--- config.mk ---
export PLATFORM = sky130hd
export DESIGN_NAME = tcw_regs
export DESIGN_NICKNAME = d
export VERILOG_FILES = /design/src/tcw_pkg.sv /design/src/tcw_regs.sv
export SDC_FILE = /design/constraint.sdc
export NUM_CORES = 1
export LEC_CHECK = 0
export BUFFER_PORTS_ARGS = -buffer_cell sky130_fd_sc_hd__buf_2
export CORE_UTILIZATION = 45
export DETAILED_ROUTE_END_ITERATION = 8
export PLACE_DENSITY = 0.8
export SYNTH_ARGS = -nofsm -noshare
export SYNTH_HDL_FRONTEND = slang
export SYNTH_SLANG_ARGS = --single-unit
--- constraint.sdc ---
create_clock -name clk -period 1.44 [get_ports clk]
set_input_delay 0.216 -clock clk [delete_from_list [all_inputs] [get_ports clk]]
set_output_delay 0.216 -clock clk [all_outputs]
set_load 0.1 [all_outputs]
--- src/tcw_pkg.sv ---
`timescale 1ns / 1ps
// ----------------------------------------------------------------------------
// tcw_pkg
// Shared constants, register indexes, controller states and the command and
// status bundles of the text console cell writer.
// ----------------------------------------------------------------------------
package tcw_pkg;

  localparam int MAX_COLUMNS = 128;
  localparam int MAX_LINES   = 64;

  localparam int COL_W      = $clog2(MAX_COLUMNS);
  localparam int ROW_W      = $clog2(MAX_LINES);
  localparam int CELL_AW    = ROW_W + COL_W;
  localparam int CELL_DEPTH = MAX_COLUMNS * MAX_LINES;
  localparam int CELL_W     = 16;
  localparam int ADDR_W     = 20;
  localparam int CHAR_W     = 8;
  localparam int COLS_W     = 8;
  localparam int LINES_W    = 7;
  localparam int LIN_W      = ROW_W + COLS_W;
  localparam int PADDR_W    = 4;
  localparam int PDATA_W    = 32;

  localparam logic [CELL_W-1:0] CELL_CHAR   = 16'h0200;
  localparam logic [CELL_W-1:0] CELL_CURSOR = 16'h02DB;
  localparam logic [CHAR_W-1:0] CODE_BS     = 8'h08;
  localparam logic [CHAR_W-1:0] CODE_LF     = 8'h0A;
  localparam logic [CHAR_W-1:0] CODE_CR     = 8'h0D;

  localparam logic [COLS_W-1:0]  RST_COLUMNS      = 8'd80;
  localparam logic [LINES_W-1:0] RST_VISIBLE_ROWS = 7'd25;
  localparam logic [LINES_W-1:0] RST_RING_LINES   = 7'd64;

  typedef enum logic [1:0] {
    REG_COLUMNS,
    REG_VISIBLE_ROWS,
    REG_RING_LINES,
    REG_BASE_ADDRESS
  } reg_idx_t;

  typedef struct packed {
    logic [COLS_W-1:0]  columns;
    logic [LINES_W-1:0] visible_rows;
    logic [LINES_W-1:0] ring_lines;
    logic [ADDR_W-1:0]  base_address;
  } cfg_t;

  typedef enum logic [3:0] {
    S_INIT,
    S_IDLE,
    S_CALC,
    S_FIRST,
    S_READ,
    S_PICK,
    S_MUL,
    S_CLEAR,
    S_SWEEP,
    S_CUR
  } state_t;

  typedef struct packed {
    logic load;
    logic calc;
    logic write_first;
    logic read_prev;
    logic pick;
    logic mul;
    logic emit_clear;
    logic sweep;
    logic write_cursor;
    logic init_step;
  } cmd_t;

  typedef struct packed {
    logic is_bs;
    logic scroll;
    logic out_free;
    logic sweep_done;
    logic init_done;
  } status_t;

endpackage

--- src/tcw_regs.sv ---
`timescale 1ns / 1ps
// ----------------------------------------------------------------------------
// tcw_regs
// APB configuration registers: columns, visible rows, ring lines, base address.
// ----------------------------------------------------------------------------
module tcw_regs (
  input  logic                        clk,
  input  logic                        rst,
  input  logic                        psel,
  input  logic                        penable,
  input  logic                        pwrite,
  input  logic [tcw_pkg::PADDR_W-1:0] paddr,
  input  logic [tcw_pkg::PDATA_W-1:0] pwdata,
  output logic [tcw_pkg::PDATA_W-1:0] prdata,
  output logic                        pready,
  output tcw_pkg::cfg_t               cfg
);

  tcw_pkg::cfg_t    cfg_r;
  tcw_pkg::reg_idx_t idx;
  logic             wr;

  assign pready = 1'b1;
  assign idx    = tcw_pkg::reg_idx_t'(paddr[tcw_pkg::PADDR_W-1:2]);
  assign wr     = psel && penable && pwrite && pready;
  assign cfg    = cfg_r;

  always_ff @(posedge clk) begin
    if (rst) begin
      cfg_r.columns      <= tcw_pkg::RST_COLUMNS;
      cfg_r.visible_rows <= tcw_pkg::RST_VISIBLE_ROWS;
      cfg_r.ring_lines   <= tcw_pkg::RST_RING_LINES;
      cfg_r.base_address <= '0;
    end else if (wr) begin
      unique case (idx)
        tcw_pkg::REG_COLUMNS:      cfg_r.columns      <= pwdata[tcw_pkg::COLS_W-1:0];
        tcw_pkg::REG_VISIBLE_ROWS: cfg_r.visible_rows <= pwdata[tcw_pkg::LINES_W-1:0];
        tcw_pkg::REG_RING_LINES:   cfg_r.ring_lines   <= pwdata[tcw_pkg::LINES_W-1:0];
        tcw_pkg::REG_BASE_ADDRESS: cfg_r.base_address <= pwdata[tcw_pkg::ADDR_W-1:0];
      endcase
    end
  end

  always_comb begin
    prdata = '0;
    unique case (idx)
      tcw_pkg::REG_COLUMNS:
        prdata[tcw_pkg::COLS_W-1:0] = cfg_r.columns;
      tcw_pkg::REG_VISIBLE_ROWS:
        prdata[tcw_pkg::LINES_W-1:0] = cfg_r.visible_rows;
      tcw_pkg::REG_RING_LINES:
        prdata[tcw_pkg::LINES_W-1:0] = cfg_r.ring_lines;
      tcw_pkg::REG_BASE_ADDRESS:
        prdata[tcw_pkg::ADDR_W-1:0] = cfg_r.base_address;
    endcase
  end

endmodule

==> impl_metrics.csv <==
group,metric,value,unit
sta,fin_crit,1.621,ns
setup_path,cp-end-kind,"output port",
route,post-route-drc-count,2,
placed_design,pre_cts_slack,-0.2776,ns
clock_network,cts.sinks,42,
clock_network,cts_tree,"built",
floorplan,die_y,72.08,um
route,vias,1954,
synth,synth.distinct_cells,18,
synth,syn_area,2210,um2
route,vias_per_cell,4.861,
setup_path,r2r_cells,3,
synth,ys_ff_latch,42,
global_route,globalRouteTotalUtil,22.83,%
clock_network,ctsHoldBuffers,0,
setup_path,cp-start-kind,"flop",
finish,syn_to_final_growth,62.63,%
route,routed_wl,5664,um
finish,n_antenna_cell,0,
finish,fin_area,3593,um2
sta,setup_viol,7,
power_and_ir_drop,power_leakage,1.653,nW
setup_path,rr_startpoint,"cfg[26]$_SDFFE_PP1P_",
sta,rsz0062_at_grt,"yes",
finish,nNetsFinal,379,
global_route,grt_antenna_before_repair,0,
power_and_ir_drop,irDropWorstVdd,1100,uV
synth,postSynthAreaPerCell,9.821,um2
outcome,failed_checks,"design-rule violations, negative setup slack",
sta,fmax,0.6168,GHz
synth,ys_seq_area_share,38.05,%
setup_path,r2r-end,"cfg[26]$_SDFFE_PP1P_",
placed_design,numPlacedInstances,385,
hold_path,hold_path.class,"primary input to flop",
global_route,grt_max_degree,67,
hold_path,hp-start,"pwdata[14]",
finish,fin_cells,402,
clock_network,cts_buffer_depth,2,
setup_path,crit_start,"cfg[3]$_SDFFE_PP0P_",
floorplan,die_x,72.08,um
outcome,run_status,"finished, violations left",
sta,fin_skew,0,ns
power_and_ir_drop,power_density,767.3,nW/um2
placed_design,routabilityCongestion,0.7376,
sta,fin_crit_sh,112.6,%
global_route,grt_pass1_vias,1926,
route,ant_nets,0,
sta,finalSetupTns,-1.035,ns
finish,drive_gt1_share,59.40,%
clock_network,h-tree-depth,2,
synth,synth_warnings,0,
finish,largest_reg_flops,42,
clock_network,clk_latency,0.29,ns
setup_path,required,1.22,ns
placed_design,hpwl,4072,um
hold_path,hold-path-cell-count,3,
clock_network,cts_buffers,5,
floorplan,placementRows,25,
setup_path,rrSetupSlack,0.69,ns
global_route,grt-ovfl-total,0,
global_route,grt_pass1_wl,9149,um
finish,fin_util,76.08,%
setup_path,endpoint,"prdata[3]",
floorplan,coreArea,4723,um2
setup_path,critical_path_arrival,1.41,ns
setup_path,cp_max_fo,2,
floorplan,pin_count,116,
sta,slew_viol_final,0,
sta,fin_ws,-0.1814,ns
synth,synthCells,225,
route,dr.first_iter.drc_count,105,
setup_path,critPathKind,"flop to output port",
clock_network,cts_root_buffer,"clkbuf_8",
run,max_cap_viol_count,0,
floorplan,die_area,5195,um2
clock_network,path_clk_slew,0.08,ns
placed_design,place_area,3369,um2
floorplan,start_util,46.78,%
finish,nFillCells,325,
route,dr.pass1.iters,8,
route,wl_per_cell,14.09,um
sta,hold_viol_final,0,
placed_design,port-buffer-count,88,
==> layout make-up <==
cell class                      count  area [um2]  share of cell area, %
Clock inverter                      3       40.04                  1.114
Sequential cell                    42       968.4                  26.95
Inverter                            9       36.28                  1.010
Clock buffer                        5       68.82                  1.915
Tap cell                           67       83.83                  2.333
Multi-Input combinational cell    158        1360                  37.85
Timing Repair Buffer              118        1036                  28.83
==> cells in the mapped netlist <==
cell / count / share of area [%]
conb_1: 2 / 0.34
and4_1: 1 / 0.40
buf_12: 1 / 0.91
mux2i_1: 49 / 22
nor2_1: 11 / 1.9
and4_2: 1 / 0.45
a222oi_1: 7 / 3.2
buf_2: 4 / 0.91
nand4_2: 3 / 1.7
a22oi_1: 1 / 0.34
and2_1: 12 / 3.4
nand2b_1: 56 / 16
ha_1: 4 / 2.3
buf_6: 1 / 0.51
dfxtp_1: 42 / 38
inv_1: 9 / 1.5
buf_4: 15 / 5.1
clkbuf_1: 6 / 1.0
==> cells in the final DEF (no fill, tap or decap) <==
| cell | synthesis | layout |
|---|---|---|
| ha_2 | 0 | 1 |
| clkinv_2 | 0 | 2 |
| nand4_2 | 3 | 3 |
| buf_2 | 4 | 66 |
| inv_1 | 9 | 7 |
| bufinv_16 | 0 | 1 |
| nor2_4 | 0 | 1 |
| a22oi_2 | 0 | 1 |
| mux2i_4 | 0 | 7 |
| conb_1 | 2 | 13 |
| inv_4 | 0 | 1 |
| a222oi_1 | 7 | 7 |
| and4_2 | 1 | 1 |
| buf_12 | 1 | 24 |
| inv_2 | 0 | 1 |
| dfxtp_4 | 0 | 30 |
| and2_4 | 0 | 12 |
| nand2b_1 | 56 | 56 |
| ha_4 | 0 | 3 |
| clkbuf_8 | 0 | 5 |
| buf_4 | 15 | 24 |
| mux2i_1 | 49 | 42 |
| dfxtp_2 | 0 | 12 |
| and4_1 | 1 | 1 |
| buf_6 | 1 | 4 |
| nor2_1 | 11 | 10 |
==> cell families after synthesis <==
| family | after synthesis | synth area share (%) |
|---|---|---|
| fa+ha+maj | 4 | 2.265 |
| other cells | 2 | 0.3399 |
| mux | 49 | 22.20 |
| compound gates | 8 | 3.511 |
| buf+inv | 36 | 9.966 |
| simple gates | 84 | 23.67 |
| flops | 42 | 38.05 |
==> power by group <==
part	internal [mW]	leakage, nW	switching, mW
sequential	1.13	0.364	0.0111
clock	0.510	0.0579	0.403
combinational	0.214	1.23	0.491
total	1.85	1.65	0.905
==> worst min-delay path by stage <==
stage / endpoint / slack (ns)
floorplan: cfg[19]$_SDFFE_PP0P_ / 0.36
global placement: cfg[16]$_SDFFE_PP0P_ / 0.46
detailed placement: cfg[10]$_SDFFE_PP0P_ / 0.47
CTS: cfg[14]$_SDFFE_PP0P_ / 0.16
global route: cfg[18]$_SDFFE_PP0P_ / 0.17
finish: cfg[14]$_SDFFE_PP0P_ / 0.17
==> critical path: stages (launching register included) <==
cell and delay [ns]:
dfxtp_4 0.35, a222oi_1 0.36, buf_4 0.19, mux2i_4 0.06, buf_12 0.17
==> routing by layer <==
metal | up-vias | track usage (%) | routed length [um]
li1 | 955 | - | -
met1 | 920 | 27.65 | 2451
met2 | 69 | 40.19 | 2873
met3 | 10 | 4.028 | 226
met4 | 0 | 8.715 | 112
met5 | - | 0 | 0
==> metrics by stage <==
stage / total power, mW / hold slack [ns]
after floorplan: 1.701 / 0.3638
after global placement: 1.844 / 0.4613
after detailed placement: 1.851 / 0.4715
after CTS: 2.776 / 0.1591
after global routing: 2.854 / 0.1716
final: 2.757 / 0.1672
==> what timing repair did <==
item	in CTS	in global routing
gates resized for setup	15	0
setup buffers	9	1
setup endpoints to repair	20	8
pin swaps	10	3
No activity file was read; power rests on OpenSTA's default activity.
