`config.mk`:
```
export PLATFORM = sky130hd
export DESIGN_NAME = tcw_ctrl
export DESIGN_NICKNAME = d
export VERILOG_FILES = /design/src/tcw_pkg.sv /design/src/tcw_ctrl.sv
export SDC_FILE = /design/constraint.sdc
export NUM_CORES = 1
export LEC_CHECK = 0
export ABC_AREA = 1
export BUFFER_PORTS_ARGS = -buffer_cell sky130_fd_sc_hd__buf_2
export CAP_MARGIN = 20
export CELL_PAD_IN_SITES_DETAIL_PLACEMENT = 1
export CELL_PAD_IN_SITES_GLOBAL_PLACEMENT = 2
export CORE_MARGIN = 2
export CORE_UTILIZATION = 19
export CTS_BUF_LIST = sky130_fd_sc_hd__clkbuf_8 sky130_fd_sc_hd__clkbuf_16
export CTS_CLUSTER_DIAMETER = 150
export CTS_CLUSTER_SIZE = 10
export DETAILED_ROUTE_END_ITERATION = 12
export HOLD_SLACK_MARGIN = 0.05
export PLACE_DENSITY_LB_ADDON = 0.05
export SLEW_MARGIN = 0
export SYNTH_ARGS = -nofsm -noshare
export SYNTH_HDL_FRONTEND = slang
export SYNTH_SLANG_ARGS = --single-unit
```
`constraint.sdc`:
```
create_clock -name clk -period 1.2 [get_ports clk]
set_input_delay 0.06 -clock clk [delete_from_list [all_inputs] [get_ports clk]]
set_output_delay 0.06 -clock clk [all_outputs]
set_load 0.02 [all_outputs]
```
`src/tcw_pkg.sv`:
```
`timescale 1ns / 1ps
// ----------------------------------------------------------------------------
// tcw_pkg
// Shared constants, register indexes, controller states and the command and
// status bundles of the text console cell writer.
// ----------------------------------------------------------------------------
package tcw_pkg;

  localparam int MAX_COLUMNS = 128;
  localparam int MAX_LINES   = 64;

  localparam int COL_W      = $clog2(MAX_COLUMNS);
  localparam int ROW_W      = $clog2(MAX_LINES);
  localparam int CELL_AW    = ROW_W + COL_W;
  localparam int CELL_DEPTH = MAX_COLUMNS * MAX_LINES;
  localparam int CELL_W     = 16;
  localparam int ADDR_W     = 20;
  localparam int CHAR_W     = 8;
  localparam int COLS_W     = 8;
  localparam int LINES_W    = 7;
  localparam int LIN_W      = ROW_W + COLS_W;
  localparam int PADDR_W    = 4;
  localparam int PDATA_W    = 32;

  localparam logic [CELL_W-1:0] CELL_CHAR   = 16'h0200;
  localparam logic [CELL_W-1:0] CELL_CURSOR = 16'h02DB;
  localparam logic [CHAR_W-1:0] CODE_BS     = 8'h08;
  localparam logic [CHAR_W-1:0] CODE_LF     = 8'h0A;
  localparam logic [CHAR_W-1:0] CODE_CR     = 8'h0D;

  localparam logic [COLS_W-1:0]  RST_COLUMNS      = 8'd80;
  localparam logic [LINES_W-1:0] RST_VISIBLE_ROWS = 7'd25;
  localparam logic [LINES_W-1:0] RST_RING_LINES   = 7'd64;

  typedef enum logic [1:0] {
    REG_COLUMNS,
    REG_VISIBLE_ROWS,
    REG_RING_LINES,
    REG_BASE_ADDRESS
  } reg_idx_t;

  typedef struct packed {
    logic [COLS_W-1:0]  columns;
    logic [LINES_W-1:0] visible_rows;
    logic [LINES_W-1:0] ring_lines;
    logic [ADDR_W-1:0]  base_address;
  } cfg_t;

  typedef enum logic [3:0] {
    S_INIT,
    S_IDLE,
    S_CALC,
    S_FIRST,
    S_READ,
    S_PICK,
    S_MUL,
    S_CLEAR,
    S_SWEEP,
    S_CUR
  } state_t;

  typedef struct packed {
    logic load;
    logic calc;
    logic write_first;
    logic read_prev;
    logic pick;
    logic mul;
    logic emit_clear;
    logic sweep;
    logic write_cursor;
    logic init_step;
  } cmd_t;

  typedef struct packed {
    logic is_bs;
    logic scroll;
    logic out_free;
    logic sweep_done;
    logic init_done;
  } status_t;

endpackage

```
`src/tcw_ctrl.sv`:
```
`timescale 1ns / 1ps
// ----------------------------------------------------------------------------
// tcw_ctrl
// Sequencer: memory clearing pass, input handshake and the order of the cell
// writes, line clear and sweep for each character.
// ----------------------------------------------------------------------------
module tcw_ctrl (
  input  logic             clk,
  input  logic             rst,
  input  logic             in_valid,
  output logic             in_stall,
  input  tcw_pkg::status_t sts,
  output tcw_pkg::cmd_t    cmd
);

  tcw_pkg::state_t state, state_next;

  always_ff @(posedge clk) begin
    if (rst) begin
      state <= tcw_pkg::S_INIT;
    end else begin
      state <= state_next;
    end
  end

  always_comb begin
    state_next = state;
    cmd        = '0;
    in_stall   = 1'b1;
    unique case (state)
      tcw_pkg::S_INIT: begin
        cmd.init_step = 1'b1;
        if (sts.init_done) begin
          state_next = tcw_pkg::S_IDLE;
        end
      end
      tcw_pkg::S_IDLE: begin
        in_stall = 1'b0;
        if (in_valid) begin
          cmd.load   = 1'b1;
          state_next = tcw_pkg::S_CALC;
        end
      end
      tcw_pkg::S_CALC: begin
        cmd.calc   = 1'b1;
        state_next = tcw_pkg::S_FIRST;
      end
      tcw_pkg::S_FIRST: begin
        if (sts.out_free) begin
          cmd.write_first = 1'b1;
          state_next      = sts.is_bs ? tcw_pkg::S_READ : tcw_pkg::S_MUL;
        end
      end
      tcw_pkg::S_READ: begin
        cmd.read_prev = 1'b1;
        state_next    = tcw_pkg::S_PICK;
      end
      tcw_pkg::S_PICK: begin
        cmd.pick   = 1'b1;
        state_next = tcw_pkg::S_MUL;
      end
      tcw_pkg::S_MUL: begin
        cmd.mul    = 1'b1;
        state_next = sts.scroll ? tcw_pkg::S_CLEAR : tcw_pkg::S_CUR;
      end
      tcw_pkg::S_CLEAR: begin
        if (sts.out_free) begin
          cmd.emit_clear = 1'b1;
          state_next     = tcw_pkg::S_SWEEP;
        end
      end
      tcw_pkg::S_SWEEP: begin
        cmd.sweep = 1'b1;
        if (sts.sweep_done) begin
          state_next = tcw_pkg::S_CUR;
        end
      end
      tcw_pkg::S_CUR: begin
        if (sts.out_free) begin
          cmd.write_cursor = 1'b1;
          state_next       = tcw_pkg::S_IDLE;
        end
      end
      default: begin
        state_next = tcw_pkg::S_IDLE;
      end
    endcase
  end

`ifndef SYNTHESIS
  a_accept_calc: assert property (@(posedge clk) disable iff (rst)
    (in_valid && !in_stall) |=> (state == tcw_pkg::S_CALC))
    else $error("accepted transaction not followed by calc");

  a_clear_sweep: assert property (@(posedge clk) disable iff (rst)
    cmd.emit_clear |=> (state == tcw_pkg::S_SWEEP))
    else $error("line clear not followed by sweep");

  a_cursor_idle: assert property (@(posedge clk) disable iff (rst)
    cmd.write_cursor |=> (state == tcw_pkg::S_IDLE && !in_stall))
    else $error("final transaction did not return to idle");
`endif

endmodule

```
==> impl_metrics.py <==
metrics = {
    "drt": {
        "ant_nets": 0,
        "post-route-drc-count": 0,
        "wl_per_cell_um": 11.4,
        "vias": 637,
        "dr.pass1.iters": 4,
        "drtIter0Drc": 3,
        "drt_wl_total_mm": 1.71,
        "avgViaCountPerCell": 4.25,
    },
    "timing": {
        "fmax_ghz": 0.757,
        "setup_slack_ns": -0.120,
        "hold_ws_ns": 0.224,
        "rsz0062_at_grt": "yes",
        "worst_slew_pin_slew_ns": 0.255,
        "fin_skew_ns": 0.00262,
        "hold_violations": 0,
        "slew_viol_final": 0,
        "min_period_ns": 1.32,
        "min_period_over_period": 1.10,
        "final-setup-viol-count": 14,
        "relSlewSlack": 0.830,
    },
    "global_route": {
        "grt_usage": 0.142,
        "antenna_found_initial": 0,
        "globalRoute.totalOverflow": 0,
        "grt_pass1_wl_mm": 2.86,
        "grt_max_degree": 8,
        "grt_pass1_vias": 652,
    },
    "status": {
        "failed_checks": "setup timing",
        "status": "complete, but fails checks",
    },
    "worst_setup_path": {
        "cp.required_ns": 1.14,
        "crit_path_start_kind": "flip-flop",
        "worstSetupPathType": "flip-flop to primary output",
        "worstPathArrival_ns": 1.26,
        "max_stage_delay_ns": 0.34,
        "cp-end-kind": "primary output",
        "crit_path_frequent_cell": "buf_4",
        "crit_fanout": 4,
        "cp_cell_sequence": "buf_6 -> nor2_4 -> buf_4 -> nand2_2 -> nor2_1 -> buf_4",
        "path_buf_inv": 3,
        "critPathTopFamily": "buffers and inverters",
        "cpMaxStageDelayCell": "dfxtp_4",
    },
    "synthesis": {
        "synth_compound_area_frac": 0.0223,
        "syn-cell-area_um2": 448,
        "yosys.area_share.xor_xnor": 0,
        "ys_types": 16,
        "synth_top_family_by_area": "simple AND/OR/NAND/NOR gates",
        "yosys_warnings": 0,
        "synth-seq-cells": 4,
        "synthAdderAreaFrac": 0,
        "synthCells": 80,
        "synthSimpleGateAreaFrac": 0.665,
        "synth_seq_area_share": 0.179,
        "avgSynthCellArea_um2": 5.60,
        "muxShareOfSynthArea": 0,
        "syn_nets": 88,
    },
    "layout": {
        "largest_reg_flops": 4,
        "drive_above_1_share": 0.623,
        "largestRegisters": "state x4",
        "diodes": 0,
        "areaGrowthSynthToFinish_pct": 106,
        "fin_util": 0.416,
        "final_nets": 132,
        "top_register": "state",
    },
    "clock_network": {
        "numCtsBuffers": 3,
        "htreeDepth": 1,
        "cts_sinks": 4,
        "worstSkewPairLatency_ns": 0.22,
        "cts.path.max_buffers": 2,
        "cts.reportedPaths.clkPinSlew_ns": 0.03,
        "cts_root_buf": "clkbuf_8",
        "cts_tree": "yes",
    },
    "pwr": {
        "ir_drop_v": 0.000976,
        "power_uw": 2260,
        "p_per_area_nw_per_um2": 2450,
        "p_leak_uw": 0.000478,
    },
    "place": {
        "dpl.hpwl_mm": 1.28,
        "numPortBuffers": 18,
        "preCtsSetupSlack_ns": -0.0639,
        "place_congestion": 0.790,
    },
    "floorplanning": {
        "num_rows": 17,
        "initial_core_util": 0.202,
        "die_w_um": 52.6,
        "core_area_um2": 2210,
        "die_area_um2": 2760,
        "io_pins": 19,
        "chipHeight_um": 52.6,
    },
    "flow_run": {
        "drv_cap": 0,
    },
    "hold_path": {
        "hp-class": "input pin to flip-flop",
    },
}
## cells by family (layout without fill, tap and decap cells)
group	Yosys count	after routing
AO/OA/AOI/OAI	2	2
buffers and inverters	16	58
flip-flops	4	4
AND/OR/NAND/NOR	58	58
## cell type report
type,instances,area [um2]
fillers,293,1290
clock buffers,3,41.3
multi-input cells,60,384
repair buffers,39,310
well taps,28,35.0
inverters,16,60.1
flip-flops and latches,4,90.1
## path summary, 6_finish.rpt
check | slack [ns] | to | startpoint | depth (start not counted)
setup / recovery | -0.12 | cmd[1] | state[1] | 6
hold / removal | 0.22 | state[1] | sts[3] | 5
setup reg to reg | -0.11 | state[2] | state[1] | 10
hold reg to reg | 0.71 | state[0] | state[0] | 4
## cell usage after synthesis
library cell | number | share of area
nand4_1 | 1 | 0.014
dfxtp_1 | 4 | 0.18
nand3b_2 | 1 | 0.025
nor2_2 | 2 | 0.028
inv_1 | 9 | 0.075
nor3_2 | 1 | 0.022
nand2_2 | 4 | 0.056
nand3_1 | 8 | 0.089
nand3_2 | 1 | 0.022
nor2_4 | 2 | 0.050
a21oi_1 | 2 | 0.022
inv_2 | 7 | 0.059
nor3_1 | 3 | 0.034
nor2_1 | 15 | 0.13
nand2_1 | 19 | 0.16
nand3_4 | 1 | 0.039
## stage by stage
step                TNS (ns)  cell area (um2)  std cells
finish                 -1.09              921        150
global route           -1.97              921        150
CTS                   -0.855              845        148
detailed placement    -0.190              699        141
global placement      -0.353              699        141
floorplan            -0.0477              462         80
## cell usage in the layout, fill, tap and decap left out
| master | synthesis | routed |
|---|---|---|
| inv_2 | 7 | 7 |
| clkbuf_8 | 0 | 3 |
| dlygate4sd3_1 | 0 | 1 |
| a21oi_1 | 2 | 2 |
| nor3_4 | 0 | 1 |
| inv_1 | 9 | 9 |
| nor2_4 | 2 | 6 |
| buf_4 | 0 | 23 |
| buf_6 | 0 | 6 |
| nor3_2 | 1 | 3 |
| nor2_2 | 2 | 1 |
| dfxtp_2 | 0 | 2 |
| buf_12 | 0 | 1 |
| nand3_1 | 8 | 8 |
| nand2_4 | 0 | 1 |
| nand3_4 | 1 | 2 |
| buf_2 | 0 | 8 |
| nand2_2 | 4 | 9 |
| nand3b_2 | 1 | 1 |
| nand4_1 | 1 | 1 |
| nor2_1 | 15 | 12 |
| nand2_1 | 19 | 13 |
| dfxtp_4 | 0 | 2 |
## per-layer routing
layer	track usage	up-vias	wire length, um
li1	-	330	-
met1	0.167	286	699
met4	0.0641	0	45
met3	0.00857	6	61
met5	0	-	0
met2	0.258	15	900
## repair_timing
action,CTS,global route
setup buffers,4,2
gates resized for setup,24,14
pin swaps,5,5
hold buffers,1,0
hold endpoints to repair,1,0
endpoints found under the setup margin,15,14
## report_power, final
group	total [uW]	switching, uW	internal (uW)
clock	294	79.7	215
combinational	1670	885	781
sequential	300	93.2	207
## worst min-delay path: stages
cell and delay, ns:
buf_2 0.09, nand2_1 0.06, nand3_1 0.06, nor2_1 0.05, nor2_1 0.08
No activity file was read; power rests on OpenSTA's default activity.
